## config.mk

```make
export PLATFORM = sky130hd
export DESIGN_NAME = probabilistic_rhythm_gate_sequencer
export DESIGN_NICKNAME = d
export VERILOG_FILES = /design/src/prgs_pkg.sv /design/src/prgs_ctrl.sv /design/src/prgs_dp.sv /design/src/probabilistic_rhythm_gate_sequencer.sv
export SDC_FILE = /design/constraint.sdc
export NUM_CORES = 1
export LEC_CHECK = 0
export ABC_AREA = 1
export BUFFER_PORTS_ARGS = -buffer_cell sky130_fd_sc_hd__buf_2
export CAP_MARGIN = 20
export CORE_ASPECT_RATIO = 0.8
export CORE_MARGIN = 10
export CORE_UTILIZATION = 55
export DETAILED_ROUTE_END_ITERATION = 10
export PLACE_DENSITY_LB_ADDON = 0.25
export SYNTH_ARGS = -nofsm -noshare
export SYNTH_HDL_FRONTEND = slang
export SYNTH_HIERARCHICAL = 1
export SYNTH_SLANG_ARGS = --single-unit
```

## constraint.sdc

```tcl
create_clock -name aclk -period 14.37 [get_ports aclk]
set_input_delay 1.437 -clock aclk [delete_from_list [all_inputs] [get_ports aclk]]
set_output_delay 1.437 -clock aclk [all_outputs]
set_load 0.02 [all_outputs]
```

## src/prgs_pkg.sv

```systemverilog
// ============================================================================
// prgs_pkg
// Shared types, register indexes, codes and helper functions for the
// probabilistic rhythm gate sequencer.
// ============================================================================
package prgs_pkg;

    // request payloads
    typedef struct packed {
        logic       clock_edge;
        logic       reset_edge;
        logic       run_toggle;
        logic [4:0] phrase_bars;
        logic [4:0] bar_beats;
    } in_item_t;

    typedef struct packed {
        logic [7:0] clock_mask;
        logic [7:0] gate_mask;
        logic       bar_start;
        logic       phrase_start;
        logic       any_gate;
        logic       odd_gates;
        logic       one_gate;
        logic       running;
        logic       reset_applied;
        logic [3:0] beat_in_bar;
        logic [3:0] bar_in_phrase;
    } out_item_t;

    // configuration register indexes
    localparam int CFG_IDX_W = 3;
    localparam logic [CFG_IDX_W-1:0] REG_DENSITY  = 3'd0;
    localparam logic [CFG_IDX_W-1:0] REG_DIVISION = 3'd1;
    localparam logic [CFG_IDX_W-1:0] REG_MODE     = 3'd2;
    localparam logic [CFG_IDX_W-1:0] REG_MUTE     = 3'd3;
    localparam logic [CFG_IDX_W-1:0] REG_SEED0    = 3'd4;
    localparam logic [CFG_IDX_W-1:0] REG_SEED1    = 3'd5;
    localparam logic [CFG_IDX_W-1:0] REG_RESEED   = 3'd6;

    localparam int CFG_DATA_W = 64;
    localparam logic [31:0] DIVISION_RESET = 32'h8765_4321;

    // channel index width covers the 8-bit masks
    localparam int CH_IDX_W = 3;

    // rate codes, named after their gate length in pulses
    localparam logic [3:0] RATE_48 = 4'd0;
    localparam logic [3:0] RATE_24 = 4'd1;
    localparam logic [3:0] RATE_12 = 4'd2;
    localparam logic [3:0] RATE_6  = 4'd3;
    localparam logic [3:0] RATE_3  = 4'd4;
    localparam logic [3:0] RATE_32 = 4'd5;
    localparam logic [3:0] RATE_16 = 4'd6;
    localparam logic [3:0] RATE_8  = 4'd7;
    localparam logic [3:0] RATE_4  = 4'd8;
    localparam logic [3:0] RATE_2  = 4'd9;

    typedef enum logic [1:0] {
        MODE_ALL,
        MODE_LINEAR,
        MODE_OFFBEAT,
        MODE_GLOBAL
    } mode_t;

    typedef enum logic [1:0] {
        ST_IDLE,
        ST_SETUP,
        ST_CHAN,
        ST_DONE
    } state_t;

    typedef struct packed {
        logic                load;
        logic                setup;
        logic                chan_step;
        logic [CH_IDX_W-1:0] chan;
        logic                push;
    } ctrl_cmd_t;

    typedef struct packed {
        logic tick;
        logic out_free;
    } dp_status_t;

    typedef struct packed {
        logic [63:0] s0;
        logic [63:0] s1;
    } gen_t;

    // one xoroshiro128+ state update
    function automatic gen_t gen_advance(gen_t g);
        gen_t        r;
        logic [63:0] b;
        b    = g.s1 ^ g.s0;
        r.s0 = {g.s0[8:0], g.s0[63:9]} ^ b ^ (b << 14);
        r.s1 = {b[27:0], b[63:28]};
        return r;
    endfunction

    function automatic logic mode_passes(mode_t m, logic lin_shadow, logic off_shadow);
        return (m == MODE_ALL) || ((m == MODE_LINEAR) && !lin_shadow) ||
               ((m == MODE_OFFBEAT) && !off_shadow);
    endfunction

    // pulse divisible by the gate length; lengths with a factor of three use
    // the pulse count mod 3, the rest only the low pulse bits
    function automatic logic boundary_hit(logic [3:0] code, logic m3_zero, logic [4:0] low);
        logic hit;
        case (code)
            RATE_48: hit = m3_zero && (low[3:0] == 4'd0);
            RATE_24: hit = m3_zero && (low[2:0] == 3'd0);
            RATE_12: hit = m3_zero && (low[1:0] == 2'd0);
            RATE_6:  hit = m3_zero && !low[0];
            RATE_3:  hit = m3_zero;
            RATE_32: hit = (low == 5'd0);
            RATE_16: hit = (low[3:0] == 4'd0);
            RATE_8:  hit = (low[2:0] == 3'd0);
            RATE_4:  hit = (low[1:0] == 2'd0);
            default: hit = !low[0];
        endcase
        return hit;
    endfunction

endpackage

```

## src/prgs_ctrl.sv

```systemverilog
// ============================================================================
// prgs_ctrl
// Sequencer for one request: front-end update, reseed, one channel per
// cycle on a counted clock, then the result load.
// ============================================================================
module prgs_ctrl #(
    parameter int CHANNELS = 8
) (
    input  logic                  aclk,
    input  logic                  aresetn,
    input  logic                  s_valid,
    output logic                  s_ready,
    input  prgs_pkg::dp_status_t  status,
    output prgs_pkg::ctrl_cmd_t   cmd
);

    localparam logic [prgs_pkg::CH_IDX_W-1:0] LastCh = prgs_pkg::CH_IDX_W'(CHANNELS - 1);

    prgs_pkg::state_t              state_reg, state_next;
    logic [prgs_pkg::CH_IDX_W-1:0] chan_reg, chan_next;

    always_ff @(posedge aclk) begin
        if (!aresetn) begin
            state_reg <= prgs_pkg::ST_IDLE;
            chan_reg  <= '0;
        end else begin
            state_reg <= state_next;
            chan_reg  <= chan_next;
        end
    end

    always_comb begin
        state_next = state_reg;
        chan_next  = chan_reg;
        cmd        = '0;
        cmd.chan   = chan_reg;
        s_ready    = 1'b0;
        unique case (state_reg)
            prgs_pkg::ST_IDLE: begin
                s_ready = 1'b1;
                if (s_valid) begin
                    cmd.load   = 1'b1;
                    state_next = prgs_pkg::ST_SETUP;
                end
            end
            prgs_pkg::ST_SETUP: begin
                cmd.setup  = 1'b1;
                chan_next  = '0;
                state_next = status.tick ? prgs_pkg::ST_CHAN : prgs_pkg::ST_DONE;
            end
            prgs_pkg::ST_CHAN: begin
                cmd.chan_step = 1'b1;
                if (chan_reg == LastCh) begin
                    state_next = prgs_pkg::ST_DONE;
                end else begin
                    chan_next = chan_reg + prgs_pkg::CH_IDX_W'(1);
                end
            end
            prgs_pkg::ST_DONE: begin
                if (status.out_free) begin
                    cmd.push   = 1'b1;
                    state_next = prgs_pkg::ST_IDLE;
                end
            end
            default: state_next = prgs_pkg::ST_IDLE;
        endcase
    end

endmodule

```

## src/prgs_dp.sv

```systemverilog
// ============================================================================
// prgs_dp
// Datapath: configuration registers, run and counter state, the
// xoroshiro128+ generator, per-channel evaluation and the result register.
// ============================================================================
module prgs_dp #(
    parameter int MAX_STEPS       = 16,
    parameter int PULSES_PER_BEAT = 24
) (
    input  logic                                  aclk,
    input  logic                                  aresetn,
    input  logic                                  cfg_wr_en,
    input  logic [prgs_pkg::CFG_IDX_W-1:0]        cfg_index,
    input  logic [prgs_pkg::CFG_DATA_W-1:0]       cfg_wr_data,
    input  prgs_pkg::in_item_t                    s_data,
    input  prgs_pkg::ctrl_cmd_t                   cmd,
    output prgs_pkg::dp_status_t                  status,
    output logic                                  m_valid,
    input  logic                                  m_ready,
    output prgs_pkg::out_item_t                   m_data
);

    localparam int PhW = (PULSES_PER_BEAT > 1) ? $clog2(PULSES_PER_BEAT) : 1;
    localparam logic [PhW-1:0] PhLast = PhW'(PULSES_PER_BEAT - 1);
    localparam logic [4:0] MaxLen = 5'(MAX_STEPS);

    // configuration
    logic [63:0] dens_reg;
    logic [31:0] div_reg;
    logic [17:0] mode_reg;
    logic [8:0]  mute_reg;
    logic [63:0] seed0_reg, seed1_reg;
    logic        reseed_reg;

    // sequencer state
    logic           run_reg, pend_reg;
    logic [12:0]    pulse_reg;
    logic [PhW-1:0] beat_ph_reg;   // pulse count mod pulses per beat
    logic [1:0]     m3_reg;        // pulse count mod 3
    logic [3:0]     beat_reg, bar_reg;
    prgs_pkg::gen_t gen_reg;

    // per-request work
    logic       tick_reg, need_seed_reg;
    logic       new_bar_reg, new_phrase_reg, applied_reg;
    logic [7:0] cmask_reg, gmask_reg;
    logic [3:0] cnt_reg;
    logic       lin_ch_reg, lin_gl_reg, off_reg;

    logic                m_valid_reg;
    prgs_pkg::out_item_t m_data_reg;

    always_ff @(posedge aclk) begin
        if (!aresetn) begin
            dens_reg   <= '0;
            div_reg    <= prgs_pkg::DIVISION_RESET;
            mode_reg   <= '0;
            mute_reg   <= '0;
            seed0_reg  <= '0;
            seed1_reg  <= '0;
            reseed_reg <= 1'b1;
        end else if (cfg_wr_en) begin
            unique case (cfg_index)
                prgs_pkg::REG_DENSITY:  dens_reg   <= cfg_wr_data;
                prgs_pkg::REG_DIVISION: div_reg    <= cfg_wr_data[31:0];
                prgs_pkg::REG_MODE:     mode_reg   <= cfg_wr_data[17:0];
                prgs_pkg::REG_MUTE:     mute_reg   <= cfg_wr_data[8:0];
                prgs_pkg::REG_SEED0:    seed0_reg  <= cfg_wr_data;
                prgs_pkg::REG_SEED1:    seed1_reg  <= cfg_wr_data;
                prgs_pkg::REG_RESEED:   reseed_reg <= cfg_wr_data[0];
                default: ;
            endcase
        end
    end

    // ---------------- front end: run, reset request and counters ------------
    logic           run_n, pend_a, tick_n;
    logic [4:0]     max_bar, max_phrase;
    logic [12:0]    pc_inc;
    logic           pc_zero;
    logic [PhW-1:0] ph_inc;
    logic [1:0]     m3_inc;
    logic [4:0]     beat1, bar1;
    logic           pend_next;
    logic [12:0]    pulse_next;
    logic [PhW-1:0] beat_ph_next;
    logic [1:0]     m3_next;
    logic [3:0]     beat_next, bar_next;
    logic           nb_next, np_next, applied_next;

    always_comb begin
        run_n  = run_reg ^ s_data.run_toggle;
        pend_a = pend_reg | (s_data.run_toggle & run_n) | s_data.reset_edge;
        tick_n = s_data.clock_edge & run_n;

        max_bar = (s_data.bar_beats == 5'd0) ? 5'd1 :
                  ((s_data.bar_beats > MaxLen) ? MaxLen : s_data.bar_beats);
        max_phrase = (s_data.phrase_bars == 5'd0) ? 5'd1 :
                     ((s_data.phrase_bars > MaxLen) ? MaxLen : s_data.phrase_bars);

        pc_inc  = pulse_reg + 13'd1;
        pc_zero = (pc_inc == 13'd0);
        ph_inc  = (pc_zero || beat_ph_reg == PhLast) ? '0 : beat_ph_reg + PhW'(1);
        m3_inc  = (pc_zero || m3_reg == 2'd2) ? 2'd0 : m3_reg + 2'd1;
        beat1   = {1'b0, beat_reg} + {4'd0, (ph_inc == '0)};
        bar1    = {1'b0, bar_reg};

        pend_next    = pend_a;
        pulse_next   = pulse_reg;
        beat_ph_next = beat_ph_reg;
        m3_next      = m3_reg;
        beat_next    = beat_reg;
        bar_next     = bar_reg;
        nb_next      = 1'b0;
        np_next      = 1'b0;
        applied_next = 1'b0;

        if (tick_n) begin
            if (pend_a) begin
                pend_next    = 1'b0;
                pulse_next   = '0;
                beat_ph_next = '0;
                m3_next      = '0;
                beat_next    = '0;
                bar_next     = '0;
                nb_next      = 1'b1;
                np_next      = 1'b1;
                applied_next = 1'b1;
            end else begin
                pulse_next   = pc_inc;
                beat_ph_next = ph_inc;
                m3_next      = m3_inc;
                if (beat1 >= max_bar) begin
                    nb_next   = 1'b1;
                    beat_next = '0;
                    bar1      = bar1 + 5'd1;
                end else begin
                    beat_next = beat1[3:0];
                end
                // a shrunk phrase can wrap without a bar start
                if (bar1 >= max_phrase) begin
                    np_next      = 1'b1;
                    pulse_next   = '0;
                    beat_ph_next = '0;
                    m3_next      = '0;
                    bar_next     = '0;
                end else begin
                    bar_next = bar1[3:0];
                end
            end
        end
    end

    // ---------------- channel evaluation ----------------
    logic [3:0]     ch_code;
    logic           ch_hit;
    logic [63:0]    draw;
    logic [7:0]     ch_level;
    logic           ch_met, ch_muted;
    prgs_pkg::mode_t gmode, cmode;
    logic           pass_ch, pass_gl;

    always_comb begin
        ch_code  = div_reg[4*cmd.chan +: 4];
        ch_hit   = prgs_pkg::boundary_hit(ch_code, (m3_reg == 2'd0), pulse_reg[4:0]);
        draw     = gen_reg.s0 + gen_reg.s1;
        ch_level = dens_reg[8*cmd.chan +: 8];
        ch_met   = (ch_level == 8'hFF) || (draw[63:56] < ch_level);
        ch_muted = mute_reg[8] || mute_reg[cmd.chan];

        gmode = prgs_pkg::mode_t'(mode_reg[17:16]);
        if (gmode == prgs_pkg::MODE_GLOBAL) begin
            gmode = prgs_pkg::MODE_OFFBEAT;
        end
        // channel 0 always runs in all mode
        if (cmd.chan == '0) begin
            cmode = prgs_pkg::MODE_ALL;
        end else begin
            cmode = prgs_pkg::mode_t'(mode_reg[2*cmd.chan +: 2]);
        end
        if (cmode == prgs_pkg::MODE_GLOBAL) begin
            cmode = gmode;
        end

        pass_ch = ch_met && !ch_muted && prgs_pkg::mode_passes(cmode, lin_ch_reg, off_reg);
        pass_gl = ch_met && !ch_muted && prgs_pkg::mode_passes(gmode, lin_gl_reg, off_reg);
    end

    // ---------------- state registers ----------------
    always_ff @(posedge aclk) begin
        if (!aresetn) begin
            run_reg     <= 1'b0;
            pend_reg    <= 1'b0;
            pulse_reg   <= '0;
            beat_ph_reg <= '0;
            m3_reg      <= '0;
            beat_reg    <= '0;
            bar_reg     <= '0;
            gen_reg     <= '0;
            m_valid_reg <= 1'b0;
        end else begin
            if (cmd.load) begin
                run_reg     <= run_n;
                pend_reg    <= pend_next;
                pulse_reg   <= pulse_next;
                beat_ph_reg <= beat_ph_next;
                m3_reg      <= m3_next;
                beat_reg    <= beat_next;
                bar_reg     <= bar_next;
            end
            if (cmd.setup && need_seed_reg) begin
                gen_reg <= prgs_pkg::gen_advance({seed0_reg, seed1_reg});
            end else if (cmd.chan_step && ch_hit) begin
                gen_reg <= prgs_pkg::gen_advance(gen_reg);
            end
            if (cmd.push) begin
                m_valid_reg <= 1'b1;
            end else if (m_ready) begin
                m_valid_reg <= 1'b0;
            end
        end
    end

    // work registers are cleared by every request
    always_ff @(posedge aclk) begin
        if (cmd.load) begin
            tick_reg       <= tick_n;
            need_seed_reg  <= tick_n && np_next && reseed_reg;
            new_bar_reg    <= nb_next;
            new_phrase_reg <= np_next;
            applied_reg    <= applied_next;
            cmask_reg      <= '0;
            gmask_reg      <= '0;
            cnt_reg        <= '0;
            lin_ch_reg     <= 1'b0;
            lin_gl_reg     <= 1'b0;
            off_reg        <= 1'b0;
        end else if (cmd.chan_step && ch_hit) begin
            cmask_reg[cmd.chan] <= 1'b1;
            off_reg             <= 1'b1;
            if (pass_ch) begin
                gmask_reg[cmd.chan] <= 1'b1;
                lin_ch_reg          <= 1'b1;
            end
            if (pass_gl) begin
                cnt_reg    <= cnt_reg + 4'd1;
                lin_gl_reg <= 1'b1;
            end
        end
    end

    always_ff @(posedge aclk) begin
        if (cmd.push) begin
            m_data_reg.clock_mask    <= cmask_reg;
            m_data_reg.gate_mask     <= gmask_reg;
            m_data_reg.bar_start     <= new_bar_reg;
            m_data_reg.phrase_start  <= new_phrase_reg;
            m_data_reg.any_gate      <= (cnt_reg != 4'd0);
            m_data_reg.odd_gates     <= cnt_reg[0];
            m_data_reg.one_gate      <= (cnt_reg == 4'd1);
            m_data_reg.running       <= run_reg;
            m_data_reg.reset_applied <= applied_reg;
            m_data_reg.beat_in_bar   <= beat_reg;
            m_data_reg.bar_in_phrase <= bar_reg;
        end
    end

    assign status.tick     = tick_reg;
    assign status.out_free = !m_valid_reg || m_ready;
    assign m_valid         = m_valid_reg;
    assign m_data          = m_data_reg;

endmodule

```

## src/probabilistic_rhythm_gate_sequencer.sv

```systemverilog
// ============================================================================
// probabilistic_rhythm_gate_sequencer
// Counts clock pulses into beats, bars and phrases and draws probabilistic
// gates for up to eight divided channels.
// ============================================================================
// One request at a time: the run state, the reset request and the counters
// update at the edge that takes a request. A request with a counted clock
// then passes through the reseed slot and the channel states, one channel
// after another, before its result is loaded; a request with no counted
// clock goes from the reseed slot straight to the result load. A new request
// is taken in the cycle after the result is loaded. The channels are stepped
// in order because the single shared xoroshiro128+ generator advances once
// for each channel at a boundary, in channel order. A result that waits on
// m_ready holds up the next request only at its final load step.
// Configuration is written through cfg_wr_en, cfg_index and cfg_wr_data;
// the user must write it only while no request is in flight, as the block
// itself does not enforce this.
module probabilistic_rhythm_gate_sequencer #(
    parameter int CHANNELS        = 8,
    parameter int MAX_STEPS       = 16,
    parameter int PULSES_PER_BEAT = 24
) (
    input  logic                             aclk,
    input  logic                             aresetn,
    input  logic                             cfg_wr_en,
    input  logic [prgs_pkg::CFG_IDX_W-1:0]   cfg_index,
    input  logic [prgs_pkg::CFG_DATA_W-1:0]  cfg_wr_data,
    input  logic                             s_valid,
    output logic                             s_ready,
    input  prgs_pkg::in_item_t               s_data,
    output logic                             m_valid,
    input  logic                             m_ready,
    output prgs_pkg::out_item_t              m_data
);

    prgs_pkg::ctrl_cmd_t  cmd;
    prgs_pkg::dp_status_t status;

    prgs_ctrl #(
        .CHANNELS(CHANNELS)
    ) u_ctrl (
        .aclk    (aclk),
        .aresetn (aresetn),
        .s_valid (s_valid),
        .s_ready (s_ready),
        .status  (status),
        .cmd     (cmd)
    );

    prgs_dp #(
        .MAX_STEPS       (MAX_STEPS),
        .PULSES_PER_BEAT (PULSES_PER_BEAT)
    ) u_dp (
        .aclk        (aclk),
        .aresetn     (aresetn),
        .cfg_wr_en   (cfg_wr_en),
        .cfg_index   (cfg_index),
        .cfg_wr_data (cfg_wr_data),
        .s_data      (s_data),
        .cmd         (cmd),
        .status      (status),
        .m_valid     (m_valid),
        .m_ready     (m_ready),
        .m_data      (m_data)
    );

endmodule

```

# Word-level counts from Yosys, hierarchy flattened
# Cells that the tools add are included.
# W data, S select, Z words.
[word_totals]
ff_bits = 475
input_bits = 85
output_inout_bits = 33
wordCells = 219
[op_classes]
n_addsub = 8
order_cmp = 8
n_eq_ne = 32
n_shift = 3
n_mux = 52
bitwise_logic = 13
n_reduce_logical = 62
[ops]
columns = ["op", "count"]
rows = [
  ["$xor A64 B64 Y64", 6],
  ["$mux W128", 2],
  ["$add A64 B64 Y64", 1],
  ["$shiftx A64 B7 Y8", 1],
  ["$mux W5", 10],
  ["$shiftx A32 B6 Y4", 1],
  ["$mux W13", 2],
  ["$reduce_and A2 Y1", 11],
  ["$logic_not A5 Y1", 4],
  ["$mux W1", 19],
  ["$mux W2", 9],
  ["$shiftx A18 B5 Y2", 1],
  ["$eq A4 B3 Y1 const B", 4],
  ["$logic_and A1 B1 Y1", 16],
  ["$mux W4", 4],
  ["$or A8 B8 Y8", 2],
  ["$eq A2 B2 Y1 const B", 7],
  ["$add A13 B1 Y13 const B", 1],
  ["$logic_not A13 Y1", 1],
  ["$eq A3 B3 Y1 const B", 4],
  ["$ge A5 B5 Y1", 2],
  ["$gt A5 B5 Y1 const B", 2],
  ["$logic_not A2 Y1", 5],
  ["$logic_not A3 Y1", 3],
  ["35 further kinds", 60],
]

# Depth between registers and ports, before layout
[logic_depth]
word_depth = 16
mapped_depth = 36
depth_no_buf = 35

# By module
# The synthesis kept the hierarchy.
[modules_own_cells]
columns = ["module", "n_inst", "cells_each", "area_per_inst_um2", "seq_area_each_um2"]
rows = [
  ["prgs_dp", 1, 3284, 24253.3, 9729.3],
  ["prgs_ctrl", 1, 51, 347.8, 100.1],
]

# Worst setup path before layout
# OpenSTA, ideal clock, no wires.
[synth_timing]
path_type = "reg-to-reg"
startpoint = "register u_dp.pulse_reg[0]"
endpoint = "register u_dp.pulse_reg[6]"
setup_time_ps = 70
t_arrival_ps = 5170
t_required_ps = 14300
path_slack_ps = 9129
stages_incl_launch_ff = 33
n_path_buf = 1
synth_period_minus_slack_ps = 5241
cell_sequence = "dfxtp_1 ha_1 nand2_1 nor2_1 nand3_1 nor2_1 inv_1 nor2_1 nand3_1 xnor2_1 inv_1 nand4_1 nand2_1 nor2_1 nor4_1 ha_1 ha_1 xor2_1 ha_1 a21oi_1 o21a_1 nand3_1 xnor2_1 ha_1 o21a_1 o21a_1 o21a_1 o21ai_0 nand3_1 nor2_1 clkbuf_1 nand3_1 a21oi_1"
[synth_between]
elab_chain_cells = 13
[synth_lines]
columns = ["element", "line_no", "source"]
rows = [
  ["start: declaration", "prgs_dp.sv:37", "logic [12:0] pulse_reg;"],
  ["start signal: assignment", "prgs_dp.sv:205", "pulse_reg <= pulse_next;"],
  ["$add A13 B1 Y13 (*)", "prgs_dp.sv:101", "pc_inc = pulse_reg + 13'd1;"],
  ["$logic_not A13 Y1", "prgs_dp.sv:102", "pc_zero = (pc_inc == 13'd0);"],
  ["$logic_or A1 B1 Y1", "prgs_dp.sv:103", "ph_inc = (pc_zero || beat_ph_reg == PhLast) ? '0 : beat_ph_reg + PhW'(1);"],
  ["$mux W5", "prgs_dp.sv:103", ""],
  ["$logic_not A5 Y1", "prgs_dp.sv:105", "beat1 = {1'b0, beat_reg} + {4'd0, (ph_inc == '0)};"],
  ["$add A4 B1 Y5", "prgs_dp.sv:105", ""],
  ["$ge A5 B5 Y1", "prgs_dp.sv:133", "if (beat1 >= max_bar) begin"],
  ["$mux W5", "prgs_dp.sv:133", ""],
  ["$mux W5", "prgs_dp.sv:119", "if (pend_a) begin"],
  ["$mux W5", "prgs_dp.sv:118", "if (tick_n) begin"],
  ["$ge A5 B5 Y1", "prgs_dp.sv:141", "if (bar1 >= max_phrase) begin"],
  ["$mux W13 (*)", "prgs_dp.sv:141", ""],
  ["$mux W13 (*)", "prgs_dp.sv:119", ""],
]
# Mark *: on every way between the ends. The rest lies on a longest branch, timed or not. The select of a mux whose other input is x is not followed.
# A chain may end at the register's enable or synchronous reset.

# Final worst setup path
[layout_timing]
startpoint = "register u_dp.pulse_reg[0]"
endpoint = "register u_dp.beat_ph_reg[1]"
[layout_between]
elab_chain_cells = 13
[layout_lines]
columns = ["element", "line_no", "source"]
rows = [
  ["$add A13 B1 Y13 (*)", "prgs_dp.sv:101", ""],
  ["$logic_not A13 Y1 (*)", "prgs_dp.sv:102", ""],
  ["$logic_or A1 B1 Y1 (*)", "prgs_dp.sv:103", ""],
  ["$mux W5 (*)", "prgs_dp.sv:103", ""],
  ["$logic_not A5 Y1", "prgs_dp.sv:105", ""],
  ["$add A4 B1 Y5", "prgs_dp.sv:105", ""],
  ["$ge A5 B5 Y1", "prgs_dp.sv:133", ""],
  ["$mux W5", "prgs_dp.sv:133", ""],
  ["$mux W5", "prgs_dp.sv:119", ""],
  ["$mux W5", "prgs_dp.sv:118", ""],
  ["$ge A5 B5 Y1", "prgs_dp.sv:141", ""],
  ["$mux W5 (*)", "prgs_dp.sv:141", ""],
  ["$mux W5 (*)", "prgs_dp.sv:119", ""],
  ["end signal: assignment", "prgs_dp.sv:206", "beat_ph_reg <= beat_ph_next;"],
  ["end: declaration", "prgs_dp.sv:38", "logic [PhW-1:0] beat_ph_reg;"],
]
# Marked as above.

==> key figures <==
Clock tree
  – Clock sink total: 473
  – Clock root cell: clkbuf_16
  – Post-CTS Setup Repair Bufs: 0
  – CTS resizes: 0
  – Hold_buf cts: 0
  – TritonCTS Buffers: 48
  – CTS tree: yes
  – Clk_lat worst skew: around 0.59 ns
  – Worst-path clk slew: around 0.060 ns
  – Clk buf depth: 3
  – H-tree level count: 2

Detailed routing
  – Drt via density: 5.920
  – DRC viols: 0
  – First-pass DRT Iterations: 6
  – Routed WL: roughly 85000 um
  – Via count: about 23000
  – Initial DRC Count: approximately 3300
  – Antenna Nets Post-Route: 0
  – Wire length per cell: between 20 and 25 um

Logic synthesis
  – Top-area cell type share of the netlist area: a little over a third
  – Most numerous cell in the Yosys netlist: nor2_1
  – Seq cells post-synth: approximately 470
  – Synthesized instance count: approximately 3300
  – Prevailing post-synth register cell: dfxtp_1
  – Post-synth EDFFs: 36
  – Fraction of registers with async set/reset: 0%
  – Avg Cell Area, Syn: about 7.4 sq um
  – Cell type with the largest total area after synthesis: dfxtp_1
  – Synth unique cells: 49
  – Syn_nets: between 3000 and 4000
  – Seq/Total Area, Yosys: about two fifths
  – Cell Area, Synth: approximately 25000 sq um
  – Yosys warning total: 6
  – Post-synth top cells: 582 x nor2_1, 494 x nand2_1, 437 x dfxtp_1
  – Area contributors post-synth: dfxtp_1 36%, nor2_1 8.9%, nand2_1 7.5%, o21ai_0 6.3%, xor2_1 5.4%

GRT
  – Largest net degree at the start of global routing: 126
  – GRT overflow: 0
  – Vias in the first global route: ~22000
  – Antenna violations before repair: 0
  – First-pass GRT wire length: roughly 130000 um
  – Total Routing Usage GR: a little under a third

Floorplan
  – Die area: about 54000 sq um
  – Width of the die: 256.5 um
  – Row Count: between 60 and 70
  – Die H: ~210 um
  – Core Box Area: approximately 44000 sq um
  – I/O pin total: between 100 and 150
  – Initial core utilization: a little under three fifths

Cells and area
  – Area Growth Syn to Fin: 9.261%
  – Ant diodes: 0
  – Area of the multi-input gates: 13050 sq um
  – Reg area: just under 10000 sq um
  – Max FFs per register: between 100 and 150
  – Share of cells above drive strength 1: 7.914%
  – Fill count: just over 4000
  – Nets: around 3500

STA
  – RSZ-0062 raised after global routing: no
  – Slew Limit Headroom: 23.70%
  – Fmax achieved: about 0.16 GHz
  – Fin. Hold Viols: 0
  – Final worst path period need: slightly above 6 ns
  – Least-Margin Pin Slew: about 1.1 ns
  – Final period util: around 43%
  – Setup TNS: 0 ns
  – Setup violations, final: 0
  – Max Clock Skew: around 0.027 ns
  – Final number of max-transition violations: 0
  – Final Hold Slack: roughly 0.42 ns

Placed design
  – Placer Congestion: 1.032
  – I/O Buffers: 117
  – DP HPWL: about 62000 um

Power
  – Leakage: around 11 nW
  – Tot Pwr: about 4.4 mW
  – VDD IR max: 0.0001075 V
  – Power per cell area: around 160 nW/um^2

Worst hold path
  – Hold WC Path Type: flip-flop to flip-flop

Flow run
  – Max-Cap Viols: 0

Critical path
  – Crit path required time: 14.85 ns
  – Slowest cell on crit path: nor4_1
  – CP top delay family: simple AND/OR/NAND/NOR gates
  – Setup CP Type: flip-flop to flip-flop
  – Largest stage delay, worst path: approximately 0.4 ns
  – Setup crit start kind: flip-flop
  – Critical Path Fanout Max: 23
  – Number of buffers and inverters on the critical path: 3
  – Worst EP arrival: between 6 and 7 ns
  – Most frequent CP cell: nor2_1
  – Element type at the critical path end: flip-flop

Status
  – Status: complete, no violations
layer usage:
metal	part of all wire, %	wire [um]	track usage, %	up-vias
met2	43	36530	46.29	1361
met5	0	0	0	-
met3	12	10640	7.695	169
li1	-	-	-	10940
met1	41	34880	41.61	11000
met4	3.6	3106	10.59	0
kinds of logic after synthesis:
kind of cell | Yosys count | synth area share [%]
buf+inv | 446 | 7.075
xor+xnor | 273 | 9.719
flops | 473 | 39.96
compound gates | 782 | 17.65
fa+ha+maj | 98 | 4.984
simple gates | 1263 | 20.62
final timing paths:
path | cells after the start | from | end | slack (ns)
setup / recovery | 33 | u_dp/pulse_reg[0]$_SDFFE_PN0P_ | u_dp/beat_ph_reg[1]$_SDFFE_PN0P_ | 8.23
setup reg to reg | 33 | u_dp/pulse_reg[0]$_SDFFE_PN0P_ | u_dp/beat_ph_reg[1]$_SDFFE_PN0P_ | 8.23
hold reg to reg | 0 | u_dp/new_bar_reg$_SDFFCE_PN0P_ | u_dp/m_data[14]$_DFFE_PP_ | 0.42
hold / removal | 0 | u_dp/new_bar_reg$_SDFFCE_PN0P_ | u_dp/m_data[14]$_DFFE_PP_ | 0.42
worst reg2reg max path, delay by kind of cell, from the launching register on:
family,cells,cell delay (ns)
simple gates,16,2.55
fa+ha+maj,5,1.21
compound gates,7,1.08
buf+inv,3,0.43
xor+xnor,2,0.41
flops,1,0.40
layout by cell type (no fill, tap or decap), types with 6 or more instances in the layout:
cell	netlist	final
ha_1	98	98
xor2_1	151	151
a31oi_1	67	67
dfxtp_1	437	437
o22ai_1	16	16
nor4_1	7	7
or2_2	24	24
o211ai_1	22	22
nand3_1	90	90
a21o_1	14	14
a21oi_1	262	262
o21a_1	12	12
buf_4	11	19
nor2_2	4	6
nor3_1	25	25
nand2_2	8	8
inv_2	8	10
clkbuf_8	0	10
clkbuf_1	173	12
a221oi_1	12	12
nor2_1	582	579
inv_1	236	232
xnor2_1	122	122
a22oi_1	9	9
edfxtp_1	36	36
clkinv_2	0	13
a311oi_1	8	8
nand4_1	21	21
buf_2	14	116
a211oi_1	16	16
o21ai_1	12	12
o21ai_0	312	312
clkbuf_16	0	50
nand2_1	494	493
power breakdown:
group	internal [mW]	total [mW]	switching [mW]
logic	0.474	1.50	1.02
registers	1.47	1.61	0.137
clock network	0.708	1.25	0.538
total	2.65	4.35	1.70
metrics by stage:
stage                     instance area, sq um  worst slack [ns]  utilization [%]  instances
final                                    26880             8.231            60.69       3964
after global routing                     26880             7.412            60.69       3964
after CTS                                26880             8.254            60.69       3964
after detailed placement                 25320             8.305            57.17       3874
after global placement                   25290             8.569            57.11       3873
after floorplan                          24600             9.129                -       3335
layout make-up:
cell class                 count  area share [%]
multi-input combinational   2416           48.55
sequential                   473           36.57
clock buffer                  72           5.334
inverter                     245           3.435
timing repair buffer         137           2.835
tap                          603           2.807
clock inverter                18          0.4655
No activity file was read; power rests on OpenSTA's default activity.
